===== src/hdl/rdpd_pkg.sv =====
// shared types, constants and register codes for the rotary dial pulse decoder
package rdpd_pkg;

    // number width in digits, and the saturation limits of the counters
    localparam int NUMBER_DIGITS = 8;
    localparam int HELD_W        = $clog2(NUMBER_DIGITS + 1);
    localparam int HOLD_W        = 8;
    localparam int TRAIN_W       = 5;
    localparam int SINCE_PULSE_W = 12;
    localparam int SINCE_DIGIT_W = 17;
    localparam int BCD_W         = 32;

    // configuration port
    localparam int CFG_INDEX_W = 3;
    localparam int CFG_DATA_W  = 16;

    localparam logic [CFG_INDEX_W-1:0] CFG_PULSE_SETTLE = 3'd0;
    localparam logic [CFG_INDEX_W-1:0] CFG_HOOK_SETTLE  = 3'd1;
    localparam logic [CFG_INDEX_W-1:0] CFG_DIGIT_GAP    = 3'd2;
    localparam logic [CFG_INDEX_W-1:0] CFG_NUM_TIMEOUT  = 3'd3;
    localparam logic [CFG_INDEX_W-1:0] CFG_MAX_PULSES   = 3'd4;
    localparam logic [CFG_INDEX_W-1:0] CFG_HOOK_PRESENT = 3'd5;

    // event codes
    localparam logic [1:0] EV_OFF_HOOK = 2'd0;
    localparam logic [1:0] EV_ON_HOOK  = 2'd1;
    localparam logic [1:0] EV_DIGIT    = 2'd2;
    localparam logic [1:0] EV_NUMBER   = 2'd3;

    // pulses that stand for the digit zero
    localparam logic [TRAIN_W-1:0] TEN_PULSES = 5'd10;

    // result queue
    localparam int MAX_RES     = 2;
    localparam int QUEUE_DEPTH = 4;
    localparam int QPTR_W      = $clog2(QUEUE_DEPTH);
    localparam int QCNT_W      = $clog2(QUEUE_DEPTH + 1);

    typedef struct packed {
        logic [1:0]       event_kind;
        logic [3:0]       digit_value;
        logic [BCD_W-1:0] number_bcd;
        logic             last_of_run;
    } result_t;

endpackage


===== src/hdl/rdpd_if.sv =====
// stream interfaces for the dial input ticks and the decoded events
interface rdpd_in_if;
    logic valid;
    logic ready;
    logic pulse_level;
    logic hook_level;

    modport source (output valid, output pulse_level, output hook_level, input ready);
    modport sink   (input valid, input pulse_level, input hook_level, output ready);
endinterface

interface rdpd_out_if;
    logic                      valid;
    logic                      ready;
    logic [1:0]                event_kind;
    logic [3:0]                digit_value;
    logic [rdpd_pkg::BCD_W-1:0] number_bcd;
    logic                      last_of_run;

    modport source (output valid, output event_kind, output digit_value,
                    output number_bcd, output last_of_run, input ready);
    modport sink   (input valid, input event_kind, input digit_value,
                    input number_bcd, input last_of_run, output ready);
endinterface


===== src/hdl/rotary_dial_pulse_decoder_top.sv =====
// Rotary dial pulse decoder: debounce, pulse train count, digit and number assembly.
// Flow: a tick is registered in the input register on transfer, then decoded, and its
// results are written into the result queue, from which they are offered in order.
// Throughput: one tick per cycle while ticks make at most one result each and the
// receiver is ready; the four-entry result queue and the single output port set that figure.
// Reset: all timers, counters and the number clear, the contacts read released and
// lifted, registers take their defaults, and the first tick reports off-hook.
module rotary_dial_pulse_decoder_top (
    input  logic                                 clk,
    input  logic                                 rst_n,
    input  logic                                 cfg_we,
    input  logic [rdpd_pkg::CFG_INDEX_W-1:0]     cfg_index,
    input  logic [rdpd_pkg::CFG_DATA_W-1:0]      cfg_data,
    rdpd_in_if.sink                              dial_in,
    rdpd_out_if.source                           evt_out
);

    // configuration registers
    logic [7:0]  pulse_settle_reg;
    logic [7:0]  hook_settle_reg;
    logic [11:0] digit_gap_reg;
    logic [15:0] num_timeout_reg;
    logic [3:0]  max_pulses_reg;
    logic        hook_present_reg;

    // input register
    logic in_vld_reg;
    logic in_pulse_reg;
    logic in_hook_reg;

    // decoder state
    logic                                  pulse_raw_reg,   pulse_raw_next;
    logic                                  pulse_set_reg,   pulse_set_next;
    logic [rdpd_pkg::HOLD_W-1:0]           pulse_tmr_reg,   pulse_tmr_next;
    logic                                  hook_raw_reg,    hook_raw_next;
    logic                                  hook_set_reg,    hook_set_next;
    logic [rdpd_pkg::HOLD_W-1:0]           hook_tmr_reg,    hook_tmr_next;
    logic                                  lifted_reg,      lifted_next;
    logic [rdpd_pkg::TRAIN_W-1:0]          train_reg,       train_next;
    logic [rdpd_pkg::SINCE_PULSE_W-1:0]    since_pulse_reg, since_pulse_next;
    logic [rdpd_pkg::HELD_W-1:0]           held_reg,        held_next;
    logic [rdpd_pkg::BCD_W-1:0]            number_reg,      number_next;
    logic [rdpd_pkg::SINCE_DIGIT_W-1:0]    since_digit_reg, since_digit_next;
    logic                                  boot_reg,        boot_next;

    // result queue
    rdpd_pkg::result_t                 queue_mem [rdpd_pkg::QUEUE_DEPTH];
    logic [rdpd_pkg::QPTR_W-1:0]       wr_ptr_reg;
    logic [rdpd_pkg::QPTR_W-1:0]       rd_ptr_reg;
    logic [rdpd_pkg::QCNT_W-1:0]       q_cnt_reg;

    logic                fire;
    logic                pop;
    rdpd_pkg::result_t   res0;
    rdpd_pkg::result_t   res1;
    logic [1:0]          res_cnt;

    // decode one tick when the queue has room for both possible results
    assign fire = in_vld_reg &&
        (q_cnt_reg <= rdpd_pkg::QCNT_W'(rdpd_pkg::QUEUE_DEPTH - rdpd_pkg::MAX_RES));
    assign dial_in.ready = !in_vld_reg || fire;
    assign pop = evt_out.valid && evt_out.ready;

    // configuration writes
    always_ff @(posedge clk or negedge rst_n)
    begin
        if (!rst_n)
        begin
            pulse_settle_reg <= 8'd15;
            hook_settle_reg  <= 8'd30;
            digit_gap_reg    <= 12'd300;
            num_timeout_reg  <= 16'd5000;
            max_pulses_reg   <= 4'd10;
            hook_present_reg <= 1'b1;
        end
        else if (cfg_we)
        begin
            unique case (cfg_index)
                rdpd_pkg::CFG_PULSE_SETTLE: pulse_settle_reg <= cfg_data[7:0];
                rdpd_pkg::CFG_HOOK_SETTLE:  hook_settle_reg  <= cfg_data[7:0];
                rdpd_pkg::CFG_DIGIT_GAP:    digit_gap_reg    <= cfg_data[11:0];
                rdpd_pkg::CFG_NUM_TIMEOUT:  num_timeout_reg  <= cfg_data[15:0];
                rdpd_pkg::CFG_MAX_PULSES:   max_pulses_reg   <= cfg_data[3:0];
                rdpd_pkg::CFG_HOOK_PRESENT: hook_present_reg <= cfg_data[0];
                default: ;
            endcase
        end
    end

    // input register
    always_ff @(posedge clk or negedge rst_n)
    begin
        if (!rst_n)
        begin
            in_vld_reg <= 1'b0;
        end
        else if (dial_in.ready)
        begin
            in_vld_reg <= dial_in.valid;
        end
    end

    always_ff @(posedge clk)
    begin
        if (dial_in.valid && dial_in.ready)
        begin
            in_pulse_reg <= dial_in.pulse_level;
            in_hook_reg  <= dial_in.hook_level;
        end
    end

    // tick decode
    always_comb
    begin
        logic       pulse_chg;
        logic       hook_chg;
        logic [3:0] limit;
        logic [3:0] digit;
        logic       train_end;
        logic [rdpd_pkg::TRAIN_W-1:0] count;
        rdpd_pkg::result_t cand;

        pulse_raw_next   = pulse_raw_reg;
        pulse_set_next   = pulse_set_reg;
        pulse_tmr_next   = pulse_tmr_reg;
        hook_raw_next    = hook_raw_reg;
        hook_set_next    = hook_set_reg;
        hook_tmr_next    = hook_tmr_reg;
        lifted_next      = lifted_reg;
        train_next       = train_reg;
        held_next        = held_reg;
        number_next      = number_reg;
        boot_next        = 1'b0;
        res0             = '0;
        res1             = '0;
        res_cnt          = 2'd0;
        pulse_chg        = 1'b0;
        hook_chg         = 1'b0;
        cand             = '0;
        count            = train_reg;
        digit            = 4'd0;
        limit            = (max_pulses_reg > 4'd10) ? 4'd10 : max_pulses_reg;

        // saturating tick timers
        since_pulse_next = (&since_pulse_reg) ? since_pulse_reg : since_pulse_reg + 1'b1;
        since_digit_next = (&since_digit_reg) ? since_digit_reg : since_digit_reg + 1'b1;

        // first tick reports off-hook
        if (boot_reg)
        begin
            cand = '{event_kind: rdpd_pkg::EV_OFF_HOOK, digit_value: 4'd0,
                     number_bcd: '0, last_of_run: 1'b0};
            res0    = cand;
            res_cnt = 2'd1;
        end

        // impulse contact debounce, a settled release is one pulse
        if (in_pulse_reg != pulse_raw_reg)
        begin
            pulse_raw_next = in_pulse_reg;
            pulse_tmr_next = '0;
        end
        else
        begin
            pulse_tmr_next = (&pulse_tmr_reg) ? pulse_tmr_reg : pulse_tmr_reg + 1'b1;
            if (pulse_tmr_next >= pulse_settle_reg && in_pulse_reg != pulse_set_reg)
            begin
                pulse_set_next = in_pulse_reg;
                pulse_chg      = 1'b1;
            end
        end
        if (pulse_chg && pulse_set_next)
        begin
            train_next       = (&train_reg) ? train_reg : train_reg + 1'b1;
            since_pulse_next = '0;
        end

        // hook contact debounce and hook events
        if (hook_present_reg)
        begin
            if (in_hook_reg != hook_raw_reg)
            begin
                hook_raw_next = in_hook_reg;
                hook_tmr_next = '0;
            end
            else
            begin
                hook_tmr_next = (&hook_tmr_reg) ? hook_tmr_reg : hook_tmr_reg + 1'b1;
                if (hook_tmr_next >= hook_settle_reg && in_hook_reg != hook_set_reg)
                begin
                    hook_set_next = in_hook_reg;
                    hook_chg      = 1'b1;
                end
            end
        end
        if (hook_chg)
        begin
            lifted_next = hook_set_next;
            held_next   = '0;
            number_next = '0;
            train_next  = '0;
            cand = '{event_kind: hook_set_next ? rdpd_pkg::EV_OFF_HOOK : rdpd_pkg::EV_ON_HOOK,
                     digit_value: 4'd0, number_bcd: '0, last_of_run: 1'b0};
            if (res_cnt == 2'd0)
            begin
                res0 = cand;
            end
            else
            begin
                res1 = cand;
            end
            res_cnt = res_cnt + 2'd1;
        end

        // end of train, digit and number assembly
        count     = train_next;
        train_end = (train_next != '0) && (since_pulse_next >= digit_gap_reg);
        if (train_end)
        begin
            train_next = '0;
            if ((lifted_next || !hook_present_reg) && count != '0 &&
                count <= {1'b0, limit})
            begin
                digit = (count == rdpd_pkg::TEN_PULSES) ? 4'd0 : count[3:0];
                if (held_next != '0 &&
                    since_digit_next > {{(rdpd_pkg::SINCE_DIGIT_W-16){1'b0}}, num_timeout_reg})
                begin
                    held_next   = '0;
                    number_next = '0;
                end
                since_digit_next = '0;

                cand = '{event_kind: rdpd_pkg::EV_DIGIT, digit_value: digit,
                         number_bcd: '0, last_of_run: 1'b0};
                if (res_cnt == 2'd0)
                begin
                    res0 = cand;
                    res_cnt = 2'd1;
                end
                else if (res_cnt == 2'd1)
                begin
                    res1 = cand;
                    res_cnt = 2'd2;
                end

                if (held_next < rdpd_pkg::HELD_W'(rdpd_pkg::NUMBER_DIGITS))
                begin
                    number_next = {number_next[rdpd_pkg::BCD_W-5:0], digit};
                    held_next   = held_next + 1'b1;
                end
                if (held_next >= rdpd_pkg::HELD_W'(rdpd_pkg::NUMBER_DIGITS))
                begin
                    cand = '{event_kind: rdpd_pkg::EV_NUMBER, digit_value: 4'd0,
                             number_bcd: number_next, last_of_run: 1'b0};
                    if (res_cnt == 2'd0)
                    begin
                        res0 = cand;
                        res_cnt = 2'd1;
                    end
                    else if (res_cnt == 2'd1)
                    begin
                        res1 = cand;
                        res_cnt = 2'd2;
                    end
                    held_next   = '0;
                    number_next = '0;
                end
            end
        end

        // mark the final result of the tick
        if (res_cnt == 2'd1)
        begin
            res0.last_of_run = 1'b1;
        end
        else if (res_cnt == 2'd2)
        begin
            res1.last_of_run = 1'b1;
        end
    end

    // decoder state update
    always_ff @(posedge clk or negedge rst_n)
    begin
        if (!rst_n)
        begin
            pulse_raw_reg   <= 1'b1;
            pulse_set_reg   <= 1'b1;
            pulse_tmr_reg   <= '0;
            hook_raw_reg    <= 1'b1;
            hook_set_reg    <= 1'b1;
            hook_tmr_reg    <= '0;
            lifted_reg      <= 1'b1;
            train_reg       <= '0;
            since_pulse_reg <= '0;
            held_reg        <= '0;
            number_reg      <= '0;
            since_digit_reg <= '0;
            boot_reg        <= 1'b1;
        end
        else if (fire)
        begin
            pulse_raw_reg   <= pulse_raw_next;
            pulse_set_reg   <= pulse_set_next;
            pulse_tmr_reg   <= pulse_tmr_next;
            hook_raw_reg    <= hook_raw_next;
            hook_set_reg    <= hook_set_next;
            hook_tmr_reg    <= hook_tmr_next;
            lifted_reg      <= lifted_next;
            train_reg       <= train_next;
            since_pulse_reg <= since_pulse_next;
            held_reg        <= held_next;
            number_reg      <= number_next;
            since_digit_reg <= since_digit_next;
            boot_reg        <= boot_next;
        end
    end

    // result queue storage
    always_ff @(posedge clk)
    begin
        if (fire && res_cnt != 2'd0)
        begin
            queue_mem[wr_ptr_reg] <= res0;
        end
        if (fire && res_cnt == 2'd2)
        begin
            queue_mem[wr_ptr_reg + 1'b1] <= res1;
        end
    end

    // result queue pointers
    always_ff @(posedge clk or negedge rst_n)
    begin
        if (!rst_n)
        begin
            wr_ptr_reg <= '0;
            rd_ptr_reg <= '0;
            q_cnt_reg  <= '0;
        end
        else
        begin
            if (fire)
            begin
                wr_ptr_reg <= wr_ptr_reg + rdpd_pkg::QPTR_W'(res_cnt);
            end
            if (pop)
            begin
                rd_ptr_reg <= rd_ptr_reg + 1'b1;
            end
            q_cnt_reg <= q_cnt_reg
                       + (fire ? rdpd_pkg::QCNT_W'(res_cnt) : '0)
                       - rdpd_pkg::QCNT_W'(pop);
        end
    end

    // output side
    assign evt_out.valid       = (q_cnt_reg != '0);
    assign evt_out.event_kind  = queue_mem[rd_ptr_reg].event_kind;
    assign evt_out.digit_value = queue_mem[rd_ptr_reg].digit_value;
    assign evt_out.number_bcd  = queue_mem[rd_ptr_reg].number_bcd;
    assign evt_out.last_of_run = queue_mem[rd_ptr_reg].last_of_run;

endmodule


===== src/flat_wrapper.sv =====
// flat-port wrapper written by rule: the top's interface ports become plain ports
module rotary_dial_pulse_decoder_top_flat 
  (clk, rst_n, cfg_we, cfg_index, cfg_data, dial_in_valid, dial_in_pulse_level, dial_in_hook_level, dial_in_ready, evt_out_valid, evt_out_event_kind, evt_out_digit_value, evt_out_number_bcd, evt_out_last_of_run, evt_out_ready);
  rdpd_in_if dial_in_i ();
  rdpd_out_if evt_out_i ();
  input  logic clk;
  input  logic rst_n;
  input  logic cfg_we;
  input  logic [rdpd_pkg::CFG_INDEX_W-1:0] cfg_index;
  input  logic [rdpd_pkg::CFG_DATA_W-1:0] cfg_data;
  input wire logic [$bits(dial_in_i.valid)-1:0] dial_in_valid;
  input wire logic [$bits(dial_in_i.pulse_level)-1:0] dial_in_pulse_level;
  input wire logic [$bits(dial_in_i.hook_level)-1:0] dial_in_hook_level;
  output wire logic [$bits(dial_in_i.ready)-1:0] dial_in_ready;
  output wire logic [$bits(evt_out_i.valid)-1:0] evt_out_valid;
  output wire logic [$bits(evt_out_i.event_kind)-1:0] evt_out_event_kind;
  output wire logic [$bits(evt_out_i.digit_value)-1:0] evt_out_digit_value;
  output wire logic [$bits(evt_out_i.number_bcd)-1:0] evt_out_number_bcd;
  output wire logic [$bits(evt_out_i.last_of_run)-1:0] evt_out_last_of_run;
  input wire logic [$bits(evt_out_i.ready)-1:0] evt_out_ready;
  assign dial_in_i.valid = dial_in_valid;
  assign dial_in_i.pulse_level = dial_in_pulse_level;
  assign dial_in_i.hook_level = dial_in_hook_level;
  assign dial_in_ready = dial_in_i.ready;
  assign evt_out_valid = evt_out_i.valid;
  assign evt_out_event_kind = evt_out_i.event_kind;
  assign evt_out_digit_value = evt_out_i.digit_value;
  assign evt_out_number_bcd = evt_out_i.number_bcd;
  assign evt_out_last_of_run = evt_out_i.last_of_run;
  assign evt_out_i.ready = evt_out_ready;
  rotary_dial_pulse_decoder_top u_core (.clk(clk), .rst_n(rst_n), .cfg_we(cfg_we), .cfg_index(cfg_index), .cfg_data(cfg_data), .dial_in(dial_in_i), .evt_out(evt_out_i));
endmodule

===== config.mk =====
export PLATFORM = sky130hd
export DESIGN_NAME = rotary_dial_pulse_decoder_top_flat
export DESIGN_NICKNAME = d
export VERILOG_FILES = /design/src/hdl/rdpd_pkg.sv /design/src/hdl/rdpd_if.sv /design/src/hdl/rotary_dial_pulse_decoder_top.sv /design/src/flat_wrapper.sv
export SDC_FILE = /design/constraint.sdc
export NUM_CORES = 1
export LEC_CHECK = 0
export BUFFER_PORTS_ARGS = -buffer_cell sky130_fd_sc_hd__buf_2
export CAP_MARGIN = 20
export CORE_MARGIN = 4
export CORE_UTILIZATION = 45
export CTS_CLUSTER_SIZE = 12
export DETAILED_ROUTE_END_ITERATION = 8
export GPL_ROUTABILITY_DRIVEN = 0
export HOLD_SLACK_MARGIN = 0.15
export PLACE_DENSITY_LB_ADDON = 0.08
export SLEW_MARGIN = 20
export SYNTH_ARGS = -nofsm -noshare
export SYNTH_HDL_FRONTEND = slang
export SYNTH_SLANG_ARGS = --single-unit

===== constraint.sdc =====
create_clock -name clk -period 19.26 [get_ports clk]
set_clock_uncertainty 0.15 [all_clocks]
set_input_delay 0 -clock clk [delete_from_list [all_inputs] [get_ports clk]]
set_output_delay 0 -clock clk [all_outputs]
set_load 0.01 [all_outputs]

==> results.cfg <==
[status]
status = finished, final reports clean

[logic_synthesis]
ys_seq_elements = 307
yosysWarnings = 0
synth-simple-area-share = 0.140
avgSynthCellArea_um2 = 11.4
synth_fp_nets = 1492
synth_commonest_cells = nor2_1, edfxtp_1, dfrtp_1, nand2_1, inv_1
yosys-mux-area-fraction = 0.113
yosys.area.top_type = edfxtp_1
synth_flop_cell = edfxtp_1
synth_top_family_by_area = simple AND/OR/NAND/NOR gates
yosysTopAreaCellShare = 0.297
synth_area_mm2 = 0.0160
netlist-cell-type-count = 75
synth_edf_count = 158
synth.most_common_cell = nor2_1
async_reset_ff_frac = 0.485
synth_xor_area_frac = 0.0170
ys_seq_area_frac = 0.532
synth-compound-area-share = 0.109
syn_inst = 1403
synth_fa_ha_area_frac = 0.0498
synth_area_leaders = edfxtp_1, dfrtp_1, mux4_2

[power]
p_comb_frac = 0.261
pwr-share-clk = 0.332
pwr-share-seq = 0.407
power_density_mw_per_mm2 = 104
swShare = 0.304
internal_power_mw = 1.34
p_leak_nw = 7.50
peakVddDrop_uv = 83.7
switchingPower_uw = 585

[grt]
grt_pass1_vias = 11300
grt_max_degree = 67
antenna_found_initial = 0
grt_overflow = 0
track_usage = 0.199
grt_pass1_wl_um = 62000

[finish]
num-nets-final = 1604
seq_area_mm2 = 0.00851
largest_register_ffs = 156
syn2layout_area_growth_pct = 15.6
diodes = 0
nFillCells = 3048
design_area_mm2 = 0.0185
drive_gt1_frac = 0.200
multiInputGateArea_mm2 = 0.00692

[floorplan]
start_util = 0.460
die_h_um = 197
die_x_um = 197
rows = 68
die_area_mm2 = 0.0386
ios = 67
core_area_mm2 = 0.0348

[critical_path]
path_class = reg -> reg
path_common_cell = ha_1
startpoint_type = flop
crit_path_end_kind = flop
crit_fanout = 40
path_cells = ha_1, and3_1, nand3_1, mux2_2, ha_1, a2111oi_4, o31a_1, nor2_1, a221oi_1, ha_1, nand2_1, o21ai_0, a221o_1, a211o_1, or4_1, nand3_2, buf_4, o41ai_2, buf_4
cp.required_ps = 19310
worstPathArrival_ps = 7030
critical_path_buf_inv_count = 2
crit_family = compound AO/OA/AOI/OAI gates
slowest_stage = a221oi_1
critPathMaxStageDelay_ps = 760

[clock_tree]
cts.path.max_buffers = 3
cts-resized-gates = 0
cts.htree.levels = 2
postCtsSetupBuffers = 0
cts-root-buf = clkbuf_16
clk_pin_slew_ps = 60
cts_tree = built
clkLatencyLatePin_ps = 520
cts.sinks = 307
cts_buffers = 36

[detailed_routing]
wl_um = 37600
drc = 0
routed_via_density = 5.45
wl_per_cell_um = 18.8
drtAntennaViolNets = 0
drt_iter0_drc = 514
dr.pass1.iters = 4
vias = 10900

[timing]
max_freq_mhz = 143
setup-tns-final_ps = 0
finalSetupViolations = 0
period_needed_ps = 6980
drv_slew = 0
min_period_over_period = 0.362
hold_viol_final = 0
rsz0062_at_grt = no
timing.slew.headroom = 0.284
tightest_slew_ps = 1070

[placement]
placed_cell_area_mm2 = 0.0168
port_buffers = 66
hpwlAfterDp_um = 23300

[job]
drv_cap = 0

[min_path]
hp-class = in -> reg
metal layers:
layer	GRT usage	vias up	wire length, um	share of wire
li1	-	5331	-	-
met3	0.0260	45	1230	0.033
met4	0.0507	0	831	0.022
met5	0	-	0	0
met1	0.262	5337	16500	0.44
met2	0.351	163	19000	0.50
placed cells by master (no fill, tap or decap), types with 36 or more instances in the layout:
cell type | netlist | routed
buf_2 | 14 | 65
o21ai_0 | 76 | 76
edfxtp_1 | 158 | 158
nand3_1 | 73 | 72
clkbuf_16 | 0 | 36
mux4_2 | 39 | 39
dlygate4sd3_1 | 0 | 57
dfrtp_1 | 123 | 121
nor2_1 | 196 | 195
a21oi_1 | 36 | 36
ha_1 | 62 | 62
inv_1 | 78 | 78
mux2_2 | 59 | 59
nand2_1 | 110 | 109
worst paths after layout:
check	start	end	slack [ps]	cells past startpoint
setup reg to reg	u_core.pulse_tmr_reg[0]$_DFFE_PN0P_	u_core.queue_mem[0][32]$_DFFE_PP_	12280	19
hold reg to reg	u_core.number_reg[31]$_DFFE_PN0P_	u_core.number_reg[31]$_DFFE_PN0P_	340	1
hold / removal	cfg_data[5]	u_core.hook_settle_reg[5]$_DFFE_PN0P_	210	4
min in group asynchronous	rst_n	u_core.hook_settle_reg[2]$_DFFE_PN1P_	620	3
setup / recovery	u_core.pulse_tmr_reg[0]$_DFFE_PN0P_	u_core.queue_mem[0][32]$_DFFE_PP_	12280	19
max in group asynchronous	rst_n	u_core.held_reg[3]$_DFFE_PN0P_	17390	4
cell families (layout without fill, tap and decap cells):
| family | after synthesis | after routing |
|---|---|---|
| and+or+nand+nor | 490 | 490 |
| DFF | 307 | 307 |
| AOI/OAI and AO/OA | 236 | 236 |
| buffers and inverters | 152 | 290 |
| muxes | 124 | 124 |
| adders and majority gates | 63 | 63 |
| xor gates and xnor gates | 31 | 31 |
tightest hold or removal path, stage by stage:
cell           delay [ps]
dlygate4sd3_1         520
buf_2                 190
nand2_1                60
o21ai_0                60
final cells by class:
type	count	share of cell area
multi-input cells	944	0.374
flip-flops and latches	307	0.460
clock buffers	52	0.0536
repair buffers	146	0.0595
inverters	80	0.0162
well taps	455	0.0308
clock inverters	12	0.00528
timing repair:
action                                 4_1_cts  5_1_grt
hold buffers                                58        0
endpoints found under the hold margin      141        0
setup endpoints to repair                    0        0
metrics by stage:
| step | total power [mW] | util | hold WS, ps | cells | setup WS, ps |
|---|---|---|---|---|---|
| global route | 2.04 | 0.531 | 219 | 1996 | 11720 |
| finish | 1.92 | 0.531 | 211 | 1996 | 12280 |
| detailed placement | 1.30 | 0.483 | -21.4 | 1874 | 12210 |
| CTS | 1.95 | 0.531 | 178 | 1996 | 12210 |
| floorplan | 1.14 | - | -446 | 1403 | 10110 |
| global placement | 1.29 | 0.483 | -22.8 | 1874 | 12400 |
power groups by stage:
| stage | sequential [mW] | combinational (mW) | clock [mW] |
|---|---|---|---|
| 6_report | 0.782 | 0.502 | 0.638 |
| 5_1_grt | 0.790 | 0.569 | 0.683 |
| 4_1_cts | 0.782 | 0.516 | 0.657 |
| 3_5_place_dp | 0.794 | 0.502 | 0 |
| 3_3_place_gp | 0.793 | 0.497 | 0 |
| 2_1_floorplan | 0.782 | 0.361 | 0 |
No activity file was read; power rests on OpenSTA's default activity.
